**config.mk**
```make
export PLATFORM = sky130hd
export DESIGN_NAME = aegu_div
export DESIGN_NICKNAME = d
export VERILOG_FILES = /design/src/hdl/aegu_div.sv
export SDC_FILE = /design/constraint.sdc
export NUM_CORES = 2
export LEC_CHECK = 0
export BUFFER_PORTS_ARGS = -buffer_cell sky130_fd_sc_hd__buf_4
export CAP_MARGIN = 20
export CORE_MARGIN = 2
export CORE_UTILIZATION = 30
export DETAILED_ROUTE_END_ITERATION = 10
export PLACE_DENSITY_LB_ADDON = 0.12
export SYNTH_ARGS = -nofsm -noshare
export SYNTH_HDL_FRONTEND = slang
export SYNTH_SLANG_ARGS = --single-unit
```
**constraint.sdc**
```tcl
create_clock -name clk -period 14.2 [get_ports clk]
set_input_delay 0.71 -clock clk [delete_from_list [all_inputs] [get_ports clk]]
set_output_delay 0.71 -clock clk [all_outputs]
set_load 0.005 [all_outputs]
```
**src/hdl/aegu_div.sv**
```systemverilog
// ----------------------------------------------------------------------------
// aegu_div
// pipelined restoring divider, several lanes in lockstep, with sideband
// ----------------------------------------------------------------------------
module aegu_div #(
  parameter int NW    = 32,
  parameter int DW    = 32,
  parameter int SPS   = 2,
  parameter int LANES = 1,
  parameter int PW    = 1
) (
  input  logic                         clk,
  input  logic                         rst_n,
  input  logic                         en,
  input  logic                         in_valid,
  input  logic [LANES-1:0][NW-1:0]     in_num,
  input  logic [LANES-1:0][DW-1:0]     in_den,
  input  logic [PW-1:0]                in_pay,
  output logic                         out_valid,
  output logic [LANES-1:0][NW-1:0]     out_quo,
  output logic [PW-1:0]                out_pay
);

  localparam int NST = NW / SPS;

  logic                       vld_r [NST];
  logic [LANES-1:0][DW-1:0]   rem_r [NST];
  logic [LANES-1:0][DW-1:0]   den_r [NST];
  logic [LANES-1:0][NW-1:0]   num_r [NST];
  logic [PW-1:0]              pay_r [NST];

  logic                       vld_nxt [NST];
  logic [LANES-1:0][DW-1:0]   rem_nxt [NST];
  logic [LANES-1:0][DW-1:0]   den_nxt [NST];
  logic [LANES-1:0][NW-1:0]   num_nxt [NST];
  logic [PW-1:0]              pay_nxt [NST];

  // each stage retires SPS quotient bits; quotient shifts in where the
  // numerator shifts out
  always_comb begin
    logic [DW:0]              t;
    logic [DW:0]              d;
    logic [LANES-1:0][DW-1:0] rem;
    logic [LANES-1:0][NW-1:0] num;
    for (int s = 0; s < NST; s++) begin
      if (s == 0) begin
        vld_nxt[s] = in_valid;
        den_nxt[s] = in_den;
        pay_nxt[s] = in_pay;
        rem        = '0;
        num        = in_num;
      end else begin
        vld_nxt[s] = vld_r[s-1];
        den_nxt[s] = den_r[s-1];
        pay_nxt[s] = pay_r[s-1];
        rem        = rem_r[s-1];
        num        = num_r[s-1];
      end
      for (int l = 0; l < LANES; l++) begin
        d = {1'b0, den_nxt[s][l]};
        for (int k = 0; k < SPS; k++) begin
          t         = {rem[l], num[l][NW-1]};
          num[l]    = {num[l][NW-2:0], 1'b0};
          if (t >= d) begin
            t         = t - d;
            num[l][0] = 1'b1;
          end
          rem[l] = t[DW-1:0];
        end
      end
      rem_nxt[s] = rem;
      num_nxt[s] = num;
    end
  end

  always_ff @(posedge clk) begin
    for (int s = 0; s < NST; s++) begin
      if (!rst_n) begin
        vld_r[s] <= 1'b0;
      end else if (en) begin
        vld_r[s] <= vld_nxt[s];
      end
      if (en) begin
        rem_r[s] <= rem_nxt[s];
        den_r[s] <= den_nxt[s];
        num_r[s] <= num_nxt[s];
        pay_r[s] <= pay_nxt[s];
      end
    end
  end

  assign out_valid = vld_r[NST-1];
  assign out_quo   = num_r[NST-1];
  assign out_pay   = pay_r[NST-1];

endmodule

```
==> run_results.csv <==
group,metric,value,unit
status,status,"finished clean",
routing,ant_nets,0,
sta,worst_pin_slew,1.11,ns
worst_setup_path,crit_start,"den_r[0][1]",
hold_path,min_path_type,"in -> reg",
synth,synth-edff-count,1503,
synth,synth.most_common_cell,"edfxtp_1",
place,hpwl,257,mm
floorplan,io_pins,103,
sta,tns,0,ns
synth,synth.distinct_cells,104,
place,port-buffer-count,102,
worst_setup_path,endpoint_kind,"register",
routing,vias,76800,
sta,finalCriticalPeriod,8.39,ns
final_layout,stdcell_count,15000,
place,routabilityCongestion,0.912,
synth,avgSynthCellArea,10.3,um2
cts,cts_max_path_buffers,4,
worst_setup_path,rr_endpoint,"rem_r[0][32]",
floorplan,die_w,594,um
cts,cts.sinks,1504,
synth,synthesis.instances,10100,
sta,skew,0.0670,ns
sta,fmax,119,MHz
worst_setup_path,r2r_start,"den_r[0][1]",
routing,routed_wl,327,mm
sta,drv_slew,0,
routing,drc,0,
worst_setup_path,cp_slowest_cell,"a21oi_1",
final_layout,fillers,34700,
global_routing,grt_pass1_wl,486,mm
global_routing,grt_pass1_vias,77500,
global_routing,overflow,0,
sta,hold_viol_final,0,
synth,synth_area,104000,um2
worst_setup_path,path_max_fanout,48,
floorplan,rows,216,
synth,ys_seq_area_share,43.2,%
hold_path,worstHoldStart,"in_den[19]",
worst_setup_path,max_stage_delay,0.66,ns
routing,wl_per_cell,21.8,um
final_layout,final_layout_size_suffix_gt1_share,8.89,%
worst_setup_path,cp.required,14.82,ns
routing,drt-initial-drc-count,4788,
floorplan,core,346000,um2
worst_setup_path,cpLargestDelayFamily,"compound AO/OA/AOI/OAI gates",
cts,clk_pin_slew,0.07,ns
routing,dr.pass1.iters,5,
cts,cts_resized,0,
synth,ys_ff_latch,1504,
flow_run,drv_cap,0,
cts,cts_made_buffers,194,
synth,synth_common_cells,"edfxtp_1 (1503), ha_1 (994), a21oi_1 (908)",
cts,h-tree-depth,4,
place,placed_cells,14600,
worst_setup_path,rrSetupSlack,5.81,ns
routing,via_per_inst,5.12,
worst_setup_path,worstSetupStartpointType,"register",
synth,synthDominantCellAreaShare,43.2,%
synth,yosysTopAreaCell,"edfxtp_1",
synth,synth_fp_nets,11200,
final_layout,fin_nets,11300,
floorplan,dieArea,353000,um2
worst_setup_path,arrival,9.01,ns
sta,period_share,59.1,%
worst_setup_path,setup.worst_path.class,"reg -> reg",
synth,ys_async_sr_fraction,0,%
synth,ys.flop_type,"edfxtp_1",
global_routing,grt_max_degree,162,
sta,finalSetupViolCount,0,
final_layout,syn_to_final_growth,12.4,%
worst_setup_path,rr_worst_depth,25,
sta,relSlewSlack,26.3,%
floorplan,initial_core_util,30.2,%
sta,grt_setup_unrepaired,"false",
cts,cts_tree,"built",
synth,synthTopCellsByArea,"edfxtp_1 (43%), ha_1 (12%), xnor2_1 (4.6%)",
global_routing,track_usage,17.9,%
worst_setup_path,crit_top_cell,"a21oi_1",
hold_path,hold_depth,1,
floorplan,die_h,594,um
synth,yosysWarnings,0,
global_routing,antenna_found_initial,10,
cts,cts-root-buf,"clkbuf_16",
hold_path,whs_endpoint,"den_r[0][19]",
cts,clock_latency,0.90,ns
worst_setup_path,cp_num_buf_inv,2,
-- registers in the layout, indices dropped and copies added, names as in the netlist --
register,cells
vld_r,16
num_r,512
pay_r,16
den_r,480
rem_r,480
-- cell type report --
class	instances	area [um2]	area share, %
Sequential cell	1504	45200	38.5
Antenna cell	8	20.0	0.0171
Clock buffer	237	5060	4.31
Clock inverter	116	1340	1.15
Inverter	799	3000	2.56
Timing Repair Buffer	212	1770	1.51
Multi-Input combinational cell	7545	55200	47.1
Tap cell	4578	5730	4.88
-- logic make-up after synthesis --
family                   synth area share, %
buffers and inverters                   4.03
adder cells (fa/ha/maj)                 12.5
multiplexers                            5.23
AND/OR/NAND/NOR                         10.5
AO/OA/AOI/OAI                           17.7
XOR/XNOR                                6.79
flip-flops                              43.2
-- stage by stage --
stage | setup slack, ns | cell area, um2 | util (%) | hold slack (ns)
floorplan | 7.68 | 104000 | - | 0.400
global placement | 5.82 | 110000 | 31.9 | 0.402
detailed placement | 5.86 | 110000 | 31.9 | 0.405
CTS | 5.77 | 117000 | 33.9 | 0.00361
global route | 5.29 | 117000 | 33.9 | 0.0450
finish | 5.81 | 117000 | 33.9 | 0.110
-- timing repair --
action | 4_1_cts | 5_1_grt
hold buffers | 46 | 0
setup buffers | 0 | 0
hold endpoints to repair | 46 | 0
-- layer usage --
layer	wire (um)	GRT usage (%)
met5	99	0
met4	14200	7.18
met3	12200	2.30
met1	145000	22.9
met2	155000	30.5
-- worst max path at each step --
| stage | end | slack, ns | cells after the start |
|---|---|---|---|
| 6_report | rem_r[0][32] | 5.81 | 25 |
| 5_1_grt | rem_r[0][32] | 5.29 | 25 |
| 4_1_cts | rem_r[1][194] | 5.77 | 26 |
| 3_5_place_dp | rem_r[1][8] | 5.86 | 23 |
| 3_3_place_gp | rem_r[1][194] | 5.82 | 26 |
| 2_1_floorplan | rem_r[1][53] | 7.68 | 27 |
-- cells in the final DEF (no fill, tap or decap), types with 160 or more instances in the layout --
| master | netlist | routed |
|---|---|---|
| xnor2_1 | 553 | 553 |
| nand3_1 | 161 | 161 |
| ha_1 | 994 | 994 |
| nand4_1 | 161 | 161 |
| a21oi_1 | 908 | 904 |
| nand2_1 | 685 | 684 |
| inv_1 | 791 | 791 |
| nor2_1 | 577 | 577 |
| buf_4 | 38 | 160 |
| clkbuf_16 | 0 | 196 |
| xor2_1 | 256 | 256 |
| o21ai_0 | 634 | 634 |
| edfxtp_1 | 1503 | 1503 |
| a21o_1 | 533 | 533 |
| mux2_2 | 360 | 360 |
Power is not shown: default switching activity piles up to over one toggle a cycle in this logic, so the estimate is an artifact.
